**config.mk**
```make
export PLATFORM = sky130hd
export DESIGN_NAME = keyword_square_transpose_cipher
export DESIGN_NICKNAME = d
export VERILOG_FILES = /design/src/rtl/core/kstc_pkg.sv /design/src/rtl/core/kstc_square.sv /design/src/rtl/core/keyword_square_transpose_cipher.sv
export SDC_FILE = /design/constraint.sdc
export NUM_CORES = 1
export LEC_CHECK = 0
export ABC_AREA = 1
export BUFFER_PORTS_ARGS = -buffer_cell sky130_fd_sc_hd__buf_2
export CAP_MARGIN = 20
export CORE_ASPECT_RATIO = 1.75
export CORE_MARGIN = 2
export CORE_UTILIZATION = 40
export CTS_BUF_LIST = sky130_fd_sc_hd__clkbuf_8 sky130_fd_sc_hd__clkbuf_16
export DETAILED_ROUTE_END_ITERATION = 6
export GPL_TIMING_DRIVEN = 0
export HOLD_SLACK_MARGIN = 0.05
export PLACE_DENSITY = 0.53
export SLEW_MARGIN = 20
export SYNTH_ARGS = -nofsm -noshare
export SYNTH_HDL_FRONTEND = slang
export SYNTH_SLANG_ARGS = --single-unit
```
**constraint.sdc**
```tcl
create_clock -name clk -period 6.4 [get_ports clk]
set_input_delay 1.28 -clock clk [delete_from_list [all_inputs] [get_ports clk]]
set_output_delay 1.28 -clock clk [all_outputs]
set_load 0.01 [all_outputs]
```
**src/rtl/core/kstc_pkg.sv**
```systemverilog
package kstc_pkg;

    localparam int SQ_SIDE  = 5;
    localparam int SQ_CELLS = SQ_SIDE * SQ_SIDE;
    localparam int IDX_W    = $clog2(SQ_CELLS);
    localparam int CHAR_W   = 8;

    localparam logic [CHAR_W-1:0] LETTER_FIRST = 8'd65;  // 'A'
    localparam logic [CHAR_W-1:0] LETTER_LIMIT = 8'd90;  // 'Z', first letter outside the square
    localparam logic [CHAR_W-1:0] LOWER_FIRST  = 8'd97;  // 'a'
    localparam logic [CHAR_W-1:0] LOWER_LAST   = 8'd122; // 'z'
    localparam logic [CHAR_W-1:0] CASE_OFFSET  = 8'd32;

    typedef enum logic [1:0] {
        ACT_KEY     = 2'd0,
        ACT_KEY_END = 2'd1,
        ACT_DECRYPT = 2'd2,
        ACT_ENCRYPT = 2'd3
    } action_t;

    typedef enum logic [1:0] {
        ST_IDLE,
        ST_FILL,
        ST_SQUARE,
        ST_EMIT
    } state_t;

    typedef struct packed {
        action_t           action;
        logic [CHAR_W-1:0] char_in;
    } req_t;

    typedef struct packed {
        logic [CHAR_W-1:0] char_out;
        logic              key_ready;
    } rsp_t;

    // One letter offered to the placement unit.
    typedef struct packed {
        logic             en;
        logic [IDX_W-1:0] idx;
    } place_t;

    // Read requests into the two key tables.
    typedef struct packed {
        logic             pos_en;
        logic [IDX_W-1:0] pos_addr;
        logic             sq_en;
        logic [IDX_W-1:0] sq_addr;
    } lookup_t;

    function automatic logic [CHAR_W-1:0] to_upper(input logic [CHAR_W-1:0] c);
        return (c >= LOWER_FIRST && c <= LOWER_LAST) ? c - CASE_OFFSET : c;
    endfunction

    function automatic logic [CHAR_W-1:0] to_lower(input logic [CHAR_W-1:0] c);
        return (c >= LETTER_FIRST && c <= LETTER_LIMIT) ? c + CASE_OFFSET : c;
    endfunction

    // Swap row and column of a square position (row*5+col -> col*5+row).
    function automatic logic [IDX_W-1:0] transpose_pos(input logic [IDX_W-1:0] pos);
        logic [2:0]       r;
        logic [IDX_W-1:0] base;
        logic [IDX_W-1:0] c;
        if (pos >= IDX_W'(4 * SQ_SIDE)) begin
            r = 3'd4;
        end else if (pos >= IDX_W'(3 * SQ_SIDE)) begin
            r = 3'd3;
        end else if (pos >= IDX_W'(2 * SQ_SIDE)) begin
            r = 3'd2;
        end else if (pos >= IDX_W'(SQ_SIDE)) begin
            r = 3'd1;
        end else begin
            r = 3'd0;
        end
        base = {r, 2'b00} + {2'b00, r};
        c    = pos - base;
        return {c[2:0], 2'b00} + {2'b00, c[2:0]} + {2'b00, r};
    endfunction

endpackage

```
**src/rtl/core/kstc_square.sv**
```systemverilog
module kstc_square (
    input  logic                     clk,
    input  logic                     rst_n,
    input  kstc_pkg::place_t         place,
    input  kstc_pkg::lookup_t        lookup,
    output logic [kstc_pkg::IDX_W-1:0] pos_data,
    output logic [kstc_pkg::IDX_W-1:0] sq_data,
    output logic                     complete
);
    import kstc_pkg::*;

    logic [IDX_W-1:0]    key_square [SQ_CELLS];
    logic [IDX_W-1:0]    letter_pos [SQ_CELLS];
    logic [SQ_CELLS-1:0] used_reg, used_next;
    logic [IDX_W-1:0]    fill_reg, fill_next;
    logic                complete_reg, complete_next;
    logic [IDX_W-1:0]    pos_data_reg;
    logic [IDX_W-1:0]    sq_data_reg;
    logic                do_place;

    // Place a letter only if it is new and the square still has room.
    assign do_place = place.en && !used_reg[place.idx] && !complete_reg;

    always_comb
    begin
        used_next     = used_reg;
        fill_next     = fill_reg;
        complete_next = complete_reg;
        if (do_place)
        begin
            used_next[place.idx] = 1'b1;
            fill_next            = fill_reg + 1'b1;
            complete_next        = (fill_reg == IDX_W'(SQ_CELLS - 1));
        end
    end

    always_ff @(posedge clk or negedge rst_n)
    begin
        if (!rst_n)
        begin
            used_reg     <= '0;
            fill_reg     <= '0;
            complete_reg <= 1'b0;
        end
        else
        begin
            used_reg     <= used_next;
            fill_reg     <= fill_next;
            complete_reg <= complete_next;
        end
    end

    always_ff @(posedge clk)
    begin
        if (do_place)
        begin
            key_square[fill_reg]  <= place.idx;
            letter_pos[place.idx] <= fill_reg;
        end
        if (lookup.pos_en)
        begin
            pos_data_reg <= letter_pos[lookup.pos_addr];
        end
        if (lookup.sq_en)
        begin
            sq_data_reg <= key_square[lookup.sq_addr];
        end
    end

    assign pos_data = pos_data_reg;
    assign sq_data  = sq_data_reg;
    assign complete = complete_reg;

endmodule

```
**src/rtl/core/keyword_square_transpose_cipher.sv**
```systemverilog
// Keyword transposing square cipher over a 5x5 square of the letters A..Y.
// A keyword request places its letter (repeats and non A..Y bytes dropped)
// and gives no response. A key-end request on an incomplete square walks all
// 25 letters through the placement unit, one per cycle, with req_stall high
// meanwhile; after that the square is complete and further key requests are
// dropped. A text request (decrypt or encrypt) on a letter A..Y with the
// square complete goes through a registered read of the letter's square
// position, a registered read of the square at the transposed position, and
// a load of the response register. Non-letters, 'Z' and any text before the
// square is complete skip both reads and go straight to the response register;
// they pass through upper-cased, and are lower-cased for decrypt. key_ready
// reports whether the square was complete. One request is in flight at a
// time; a finished response waits in its register while the next request is
// taken, and while that response is stalled the next text response is held
// back and req_stall stays high.
module keyword_square_transpose_cipher (
    input  logic           clk,
    input  logic           rst_n,
    input  logic           req_valid,
    output logic           req_stall,
    input  kstc_pkg::req_t req,
    output logic           rsp_valid,
    input  logic           rsp_stall,
    output kstc_pkg::rsp_t rsp
);
    import kstc_pkg::*;

    state_t              state_reg, state_next;
    logic [IDX_W-1:0]    walk_reg, walk_next;
    logic [CHAR_W-1:0]   ch_reg, ch_next;
    logic                dec_reg, dec_next;
    logic                subst_reg, subst_next;
    rsp_t                rsp_reg, rsp_next;
    logic                rsp_valid_reg, rsp_valid_next;

    place_t              place;
    lookup_t             lookup;
    logic [IDX_W-1:0]    pos_data;
    logic [IDX_W-1:0]    sq_data;
    logic                complete;

    logic                accept;
    logic [CHAR_W-1:0]   up_char;
    logic [CHAR_W-1:0]   raw_off;
    logic [CHAR_W-1:0]   up_off;
    logic                raw_letter;
    logic                up_letter;
    logic [CHAR_W-1:0]   out_char;

    kstc_square u_square (
        .clk      (clk),
        .rst_n    (rst_n),
        .place    (place),
        .lookup   (lookup),
        .pos_data (pos_data),
        .sq_data  (sq_data),
        .complete (complete)
    );

    assign up_char    = to_upper(req.char_in);
    assign raw_off    = req.char_in - LETTER_FIRST;
    assign up_off     = up_char - LETTER_FIRST;
    assign raw_letter = (req.char_in >= LETTER_FIRST) && (req.char_in < LETTER_LIMIT);
    assign up_letter  = (up_char >= LETTER_FIRST) && (up_char < LETTER_LIMIT);
    assign req_stall  = (state_reg != ST_IDLE);
    assign accept     = req_valid && !req_stall;

    always_comb
    begin
        out_char = subst_reg ? (LETTER_FIRST + {3'b000, sq_data}) : ch_reg;
        if (dec_reg)
        begin
            out_char = to_lower(out_char);
        end
    end

    always_comb
    begin
        state_next      = state_reg;
        walk_next       = walk_reg;
        ch_next         = ch_reg;
        dec_next        = dec_reg;
        subst_next      = subst_reg;
        rsp_next        = rsp_reg;
        rsp_valid_next  = rsp_valid_reg && rsp_stall;
        place           = '0;
        lookup          = '0;
        lookup.pos_addr = up_off[IDX_W-1:0];
        lookup.sq_addr  = transpose_pos(pos_data);

        unique case (state_reg)
            ST_IDLE:
            begin
                if (accept)
                begin
                    unique case (req.action)
                        ACT_KEY:
                        begin
                            place.en  = raw_letter;
                            place.idx = raw_off[IDX_W-1:0];
                        end
                        ACT_KEY_END:
                        begin
                            walk_next = '0;
                            if (!complete)
                            begin
                                state_next = ST_FILL;
                            end
                        end
                        ACT_DECRYPT, ACT_ENCRYPT:
                        begin
                            ch_next       = up_char;
                            dec_next      = (req.action == ACT_DECRYPT);
                            subst_next    = complete && up_letter;
                            lookup.pos_en = complete && up_letter;
                            state_next    = (complete && up_letter) ? ST_SQUARE : ST_EMIT;
                        end
                        default:
                        begin
                            state_next = ST_IDLE;
                        end
                    endcase
                end
            end
            ST_FILL:
            begin
                place.en  = 1'b1;
                place.idx = walk_reg;
                walk_next = walk_reg + 1'b1;
                if (walk_reg == IDX_W'(SQ_CELLS - 1))
                begin
                    state_next = ST_IDLE;
                end
            end
            ST_SQUARE:
            begin
                lookup.sq_en = 1'b1;
                state_next   = ST_EMIT;
            end
            ST_EMIT:
            begin
                // Hold until the response register is free.
                if (!rsp_valid_reg || !rsp_stall)
                begin
                    rsp_next.char_out  = out_char;
                    rsp_next.key_ready = complete;
                    rsp_valid_next     = 1'b1;
                    state_next         = ST_IDLE;
                end
            end
            default:
            begin
                state_next = ST_IDLE;
            end
        endcase
    end

    always_ff @(posedge clk or negedge rst_n)
    begin
        if (!rst_n)
        begin
            state_reg     <= ST_IDLE;
            rsp_valid_reg <= 1'b0;
            walk_reg      <= '0;
        end
        else
        begin
            state_reg     <= state_next;
            rsp_valid_reg <= rsp_valid_next;
            walk_reg      <= walk_next;
        end
    end

    always_ff @(posedge clk)
    begin
        ch_reg    <= ch_next;
        dec_reg   <= dec_next;
        subst_reg <= subst_next;
        rsp_reg   <= rsp_next;
    end

    assign rsp_valid = rsp_valid_reg;
    assign rsp       = rsp_reg;

endmodule

```
Word level (Yosys, flattened, before mapping)
Memory sizes are Yosys's and may differ from the RTL's. A register that Yosys moved wholly into a read port is not among the register bits.
Index checks and enable logic that the tools add are counted.

word-level totals
  register bits after elaboration = 58
  word-level logic and storage cells = 111
  latch bits = 0
  bits in read-only memories = 0
  memories kept = 2
  output and inout bits = 11
  RAM bits = 250
  input port bits = 14

memory list
  name                 words  width  rd ports  clocked after Yosys merged registers in  write ports  line               RTL
  u_square.key_square  25     5      1         1                                        1            kstc_square.sv:12  logic [IDX_W-1:0] key_square [SQ_CELLS];
  u_square.letter_pos  25     5      1         1                                        1            kstc_square.sv:13  logic [IDX_W-1:0] letter_pos [SQ_CELLS];

operators by class
  $add $sub $neg = 11
  multiplexer cells = 33
  div/mod/pow operators = 0
  $lt $le $gt $ge = 14
  equal/unequal tests = 14
  multipliers = 0
  shifts and indexed selects = 0
  reduce and logical (&&, ||, !) cells = 25
  bitwise gates (word level) = 1

operators by type and width
  kind                   count
  $ge A8 B7 Y1 const B   4
  $mux W8                4
  $or A25 B25 Y25        1
  $le A8 B7 Y1 const B   2
  $lt A8 B7 Y1 const B   2
  $mux W1                12
  $mux W2                6
  $mux W6                2
  $pmux W6 S2            1
  $add A5 B1 Y5 const B  2
  $add A5 B3 Y5          2
  $eq A5 B5 Y1 const B   2
  $ge A5 B4 Y1 const B   2
  $logic_and A1 B1 Y1    10
  $mux W5                2
  $pmux W5 S2            1
  $sub A5 B1 Y5 const B  2
  $add A7 B5 Y8 const A  1
  $add A8 B6 Y8 const B  1
  $eq A2 B2 Y1 const B   4
  $pmux W2 S4            1
  $sub A8 B6 Y8 const B  1
  $lt A5 B6 Y1 const B   1
  $ne A2 B2 Y1 const B   3
  other kinds (21)       29

Longest topological paths before layout
  word-level depth = 12
  depth in mapped cells = 25
  mapped depth without buffers = 25

By module
Synthesis repeated with hierarchy kept, for this count alone.

unflattened totals
  cells, all modules = 1,427
  area total of the unflattened synthesis = 14,417.6 µm²

by module, submodules not included
  module                           instances  cells each  area each (µm²)  seq. area each (µm²)
  kstc_square                      1          1,193       12,514.5         8,583.2
  keyword_square_transpose_cipher  1          234         1,903.1          770.7

Worst setup path before layout
OpenSTA, ideal clock, no wires.

  path type = register to register
  from = reg u_square.pos_data_reg[1], in the netlist u_square.pos_data[1] (read register of u_square.letter_pos)
  to = reg u_square.sq_data_reg[0], in the netlist u_square.sq_data[0] (read register of u_square.key_square), data pin
  arrival time = 4.382 ns
  setup time = 0.260 ns
  clock period less this slack = 4.642 ns
  cell stages (with the launch flop) = 25
  path slack = 1.758 ns
  buffers on the path = 2
  path through = edfxtp_1 inv_1 nand2_1 a21oi_1 o21ai_0 a21oi_1 ha_1 inv_1 ha_1 nor2_1 fa_1 xor2_1 or2_2 nand2_1 inv_1 fa_1 inv_1 fa_1 clkbuf_1 inv_1 clkbuf_1 o21ai_0 nand2_1 o2111ai_1 nand2_1

on the way
  cells in the longest elaborated chain, start to end = 9
  elaborated cells between the ends (all ways) = 12

ends and longest elaborated chain
  what                line               RTL
  start: declaration  kstc_square.sv:17  logic [IDX_W-1:0] pos_data_reg;
  $ge A5 B3 Y1        kstc_pkg.sv:71     end else if (pos >= IDX_W'(SQ_SIDE)) begin
  $mux W1             kstc_pkg.sv:71
  $mux W2             kstc_pkg.sv:69     end else if (pos >= IDX_W'(2 * SQ_SIDE)) begin
  $mux W2             kstc_pkg.sv:67     end else if (pos >= IDX_W'(3 * SQ_SIDE)) begin
  $mux W3             kstc_pkg.sv:65     if (pos >= IDX_W'(4 * SQ_SIDE)) begin
  $add A3 B3 Y3       kstc_pkg.sv:76     base = {r, 2'b00} + {2'b00, r};
  $sub A3 B3 Y3       kstc_pkg.sv:77     c = pos - base;
  $add A5 B3 Y5       kstc_pkg.sv:78     return {c[2:0], 2'b00} + {2'b00, c[2:0]} + {2'b00, r};
  $add A5 B3 Y5 (*)   kstc_pkg.sv:78
  end: declaration    kstc_square.sv:18  logic [IDX_W-1:0] sq_data_reg;

Mark *: on every way between the ends. The rest lies on a longest branch, timed or not.
A chain may end at the register's enable or synchronous reset.

Worst setup path in the final report
  from = reg u_square.pos_data_reg[1], in the netlist u_square.pos_data[1] (read register of u_square.letter_pos)
  to = reg u_square.sq_data_reg[2], in the netlist u_square.sq_data[2] (read register of u_square.key_square), data pin

The elaborated chain is that of the path after synthesis.

==> metrics.txt <==
Wirelength per Cell=20.4 µm; DRT Wirelength=~36000 µm; slew at the pin with the worst max-slew slack=1.10 ns; FILL cells=3303; Comb pwr share=0.153; largest net degree at the start of global routing=40; cell area after synthesis=14000 µm²; Hold Vio Cnt, Final=0; Cell Int Power=between 3 and 4 mW; vias per cell=5.18; most frequent cells in the layout=279 x edfxtp_1, 163 x nand2_1, 156 x nor2_1; IO buf count=24; Core Area=34500 µm²; worst hold path class=flip-flop to flip-flop; Antenna diodes=0; Psw=1.34 mW; sequential area share after synthesis=0.669; Cell variety after synth=37; ys async rst share=0.123; clock sink count=318; total power=4.88 mW; worst-path fanout max=10; cell taking the most area after synthesis=edfxtp_1; Die Y=251 µm; Final Wtd Congestion=0.837; Yosys top cell area share=0.599; Final ANT Viol Nets=0; standard-cell row count=90; CTS tree=yes; clk root buf=clkbuf_16; syn_nets=1262; # Post-CTS Setup Buffers=0; EDFF count, synth=279; Setup Total Neg Slack=0 ns; Longest Clk Path Bufs=3; crit share post-route=0.908; Slew Viols, Final=0; Die ar.=36500 µm²; # DRC=0; Net Sw Frac=0.275; WS Path Type=flip-flop to flip-flop; 1st-pass router iterations=6; synthesized instance count=about 1.2k; MaxCap Viol Count=0; number of global-route vias before repair=roughly 9.5k; Congestion Overflow GR=0; first-pass GRT wire length=54400 µm; die width=145 µm; H-tree depth=1; P_leak=between 5 and 6 nW; half-perimeter wire length after placement=between 20000 and 30000 µm; skew final=0.0108 ns; Area contributors post-synth=edfxtp_1 60%, dfrtp_1 7.0%, o21ai_0 5.0%; io pins=25; clock share of power=0.350; commonest non-fill, non-tap cell in the layout=edfxtp_1; CP arrival=6.23 ns; initial antenna violation count=0; syn_area_per_cell=around 11 µm²; final net count=1317; synthesis-stage register bit count=318; cts hold-fix bufs=0; Crit. End Element=flip-flop; Max Freq=172 MHz; Worst Setup Start Kind=flip-flop; post-cts sizing count=0; Starting Density=0.406; final setup violation count=0; initial drt markers=542; total track usage=0.197; VDD IR max=0.199 mV; CP required=around 6.8 ns; synth warn=0; via count=about 9.1k; Flop pwr share=0.497; RSZ-0062 raised after global routing=false; Post-synth top flop=edfxtp_1; status=finished clean; CTS Buf Count=29; insertion delay to the later sink of the worst-skew pair=0.56 ns; share of layout cells above drive strength 1=0.0731; Layout Area Growth over Synthesis=11.6%; Clk pin slew, worst setup/hold paths=0.06 ns; Slew Limit Headroom=0.268; Tmin final=approximately 5.8 ns; P per Cell Area=313 nW/µm²
## logic make-up (layout without fill, tap and decap cells)
kind of cell | Yosys count | in the layout | synth area share
muxes | 30 | 30 | 0.0215
adders and majority gates | 23 | 23 | 0.0222
DFF | 318 | 318 | 0.669
AOI/OAI and AO/OA | 283 | 283 | 0.118
buffers and inverters | 164 | 239 | 0.0460
xor gates and xnor gates | 7 | 7 | 0.00439
and+or+nand+nor | 400 | 400 | 0.118
## layout make-up
| type | count | area [µm²] | share of cell area |
|---|---|---|---|
| plain buffers | 55 | 234 | 0.0150 |
| multi-input cells | 743 | 3980 | 0.255 |
| well taps | 460 | 576 | 0.0369 |
| clock inverters | 22 | 193 | 0.0124 |
| flip-flops and latches | 318 | 9360 | 0.600 |
| clock buffers | 29 | 726 | 0.0465 |
| inverters | 109 | 409 | 0.0262 |
| repair buffers | 24 | 120 | 0.00770 |
## path summary, 6_finish.rpt
kind / cells past startpoint / slack (ns) / startpoint / to
max in group asynchronous: 1 / 4.88 / rst_n / u_square.fill_reg[1]$_DFFE_PN0P_
worst min register to register: 2 / 0.45 / u_square.used_reg[4]$_DFFE_PN0P_ / u_square.used_reg[4]$_DFFE_PN0P_
min in group asynchronous: 1 / 0.86 / rst_n / walk_reg[0]$_DFFE_PN0P_
worst min-delay path: 2 / 0.45 / u_square.used_reg[4]$_DFFE_PN0P_ / u_square.used_reg[4]$_DFFE_PN0P_
worst max-delay path: 23 / 0.59 / u_square.pos_data[1]$_DFFE_PP_ / u_square.sq_data[2]$_DFFE_PP_
worst max register to register: 23 / 0.59 / u_square.pos_data[1]$_DFFE_PP_ / u_square.sq_data[2]$_DFFE_PP_
## Yosys cell counts (3+ instances only)
library cell	n
inv_2	4
ha_1	20
o221ai_1	17
mux2i_1	30
nand2_2	7
o211ai_1	22
nor2_1	156
nand3_1	48
xor2_1	7
a21oi_1	43
fa_1	3
edfxtp_1	279
clkbuf_1	41
nand4_1	7
nand2_1	164
inv_1	104
buf_1	4
or2_2	4
o21bai_1	23
o22ai_1	19
buf_2	7
nor3_1	8
a31oi_1	7
o2111ai_1	5
dfrtp_1	39
o21ai_0	141
## critical path: stages, from the launching register on
cell and delay [ns]:
edfxtp_1 0.48, inv_1 0.11, nand2_1 0.05, a21oi_1 0.14, o21ai_0 0.13, a21oi_1 0.23
ha_1 0.29, inv_1 0.06, ha_1 0.13, nor2_1 0.05, fa_1 0.38, xor2_1 0.16
or2_2 0.29, nand2_1 0.10, inv_1 0.09, fa_1 0.51, inv_1 0.07, fa_1 0.53
clkbuf_1 0.47, clkbuf_1 0.49, o21ai_0 0.42, o21ai_0 0.32, nand3_1 0.11, nand2_1 0.08
## per-stage QoR
step	worst slack, ns	cells	utilization	hold WS [ns]	instance area, µm²
final	0.587	1760	0.453	0.452	15600
after global routing	0.142	1760	0.453	0.485	15600
after CTS	0.590	1760	0.453	0.459	15600
after detailed placement	0.0119	1709	0.426	0.443	14700
after global placement	0.0841	1709	0.426	0.440	14700
after floorplan	1.76	1225	-	0.423	14000
## power by group through the flow
stage	Combinational (mW)	Clock (mW)	Sequential (mW)
after floorplan	0.461	0	2.46
after global placement	0.744	0	2.47
after detailed placement	0.751	0	2.47
after CTS	0.754	1.74	2.42
after global routing	0.830	1.82	2.43
final	0.748	1.71	2.43
## routing by layer
| layer | GRT usage | vias to the layer above | part of all wire |
|---|---|---|---|
| li1 | - | 4448 | - |
| met4 | 0.129 | 0 | 0.071 |
| met1 | 0.203 | 4364 | 0.36 |
| met5 | 0 | - | 0 |
| met3 | 0.0185 | 105 | 0.028 |
| met2 | 0.377 | 205 | 0.54 |
Power figures use the tool's default switching activity.
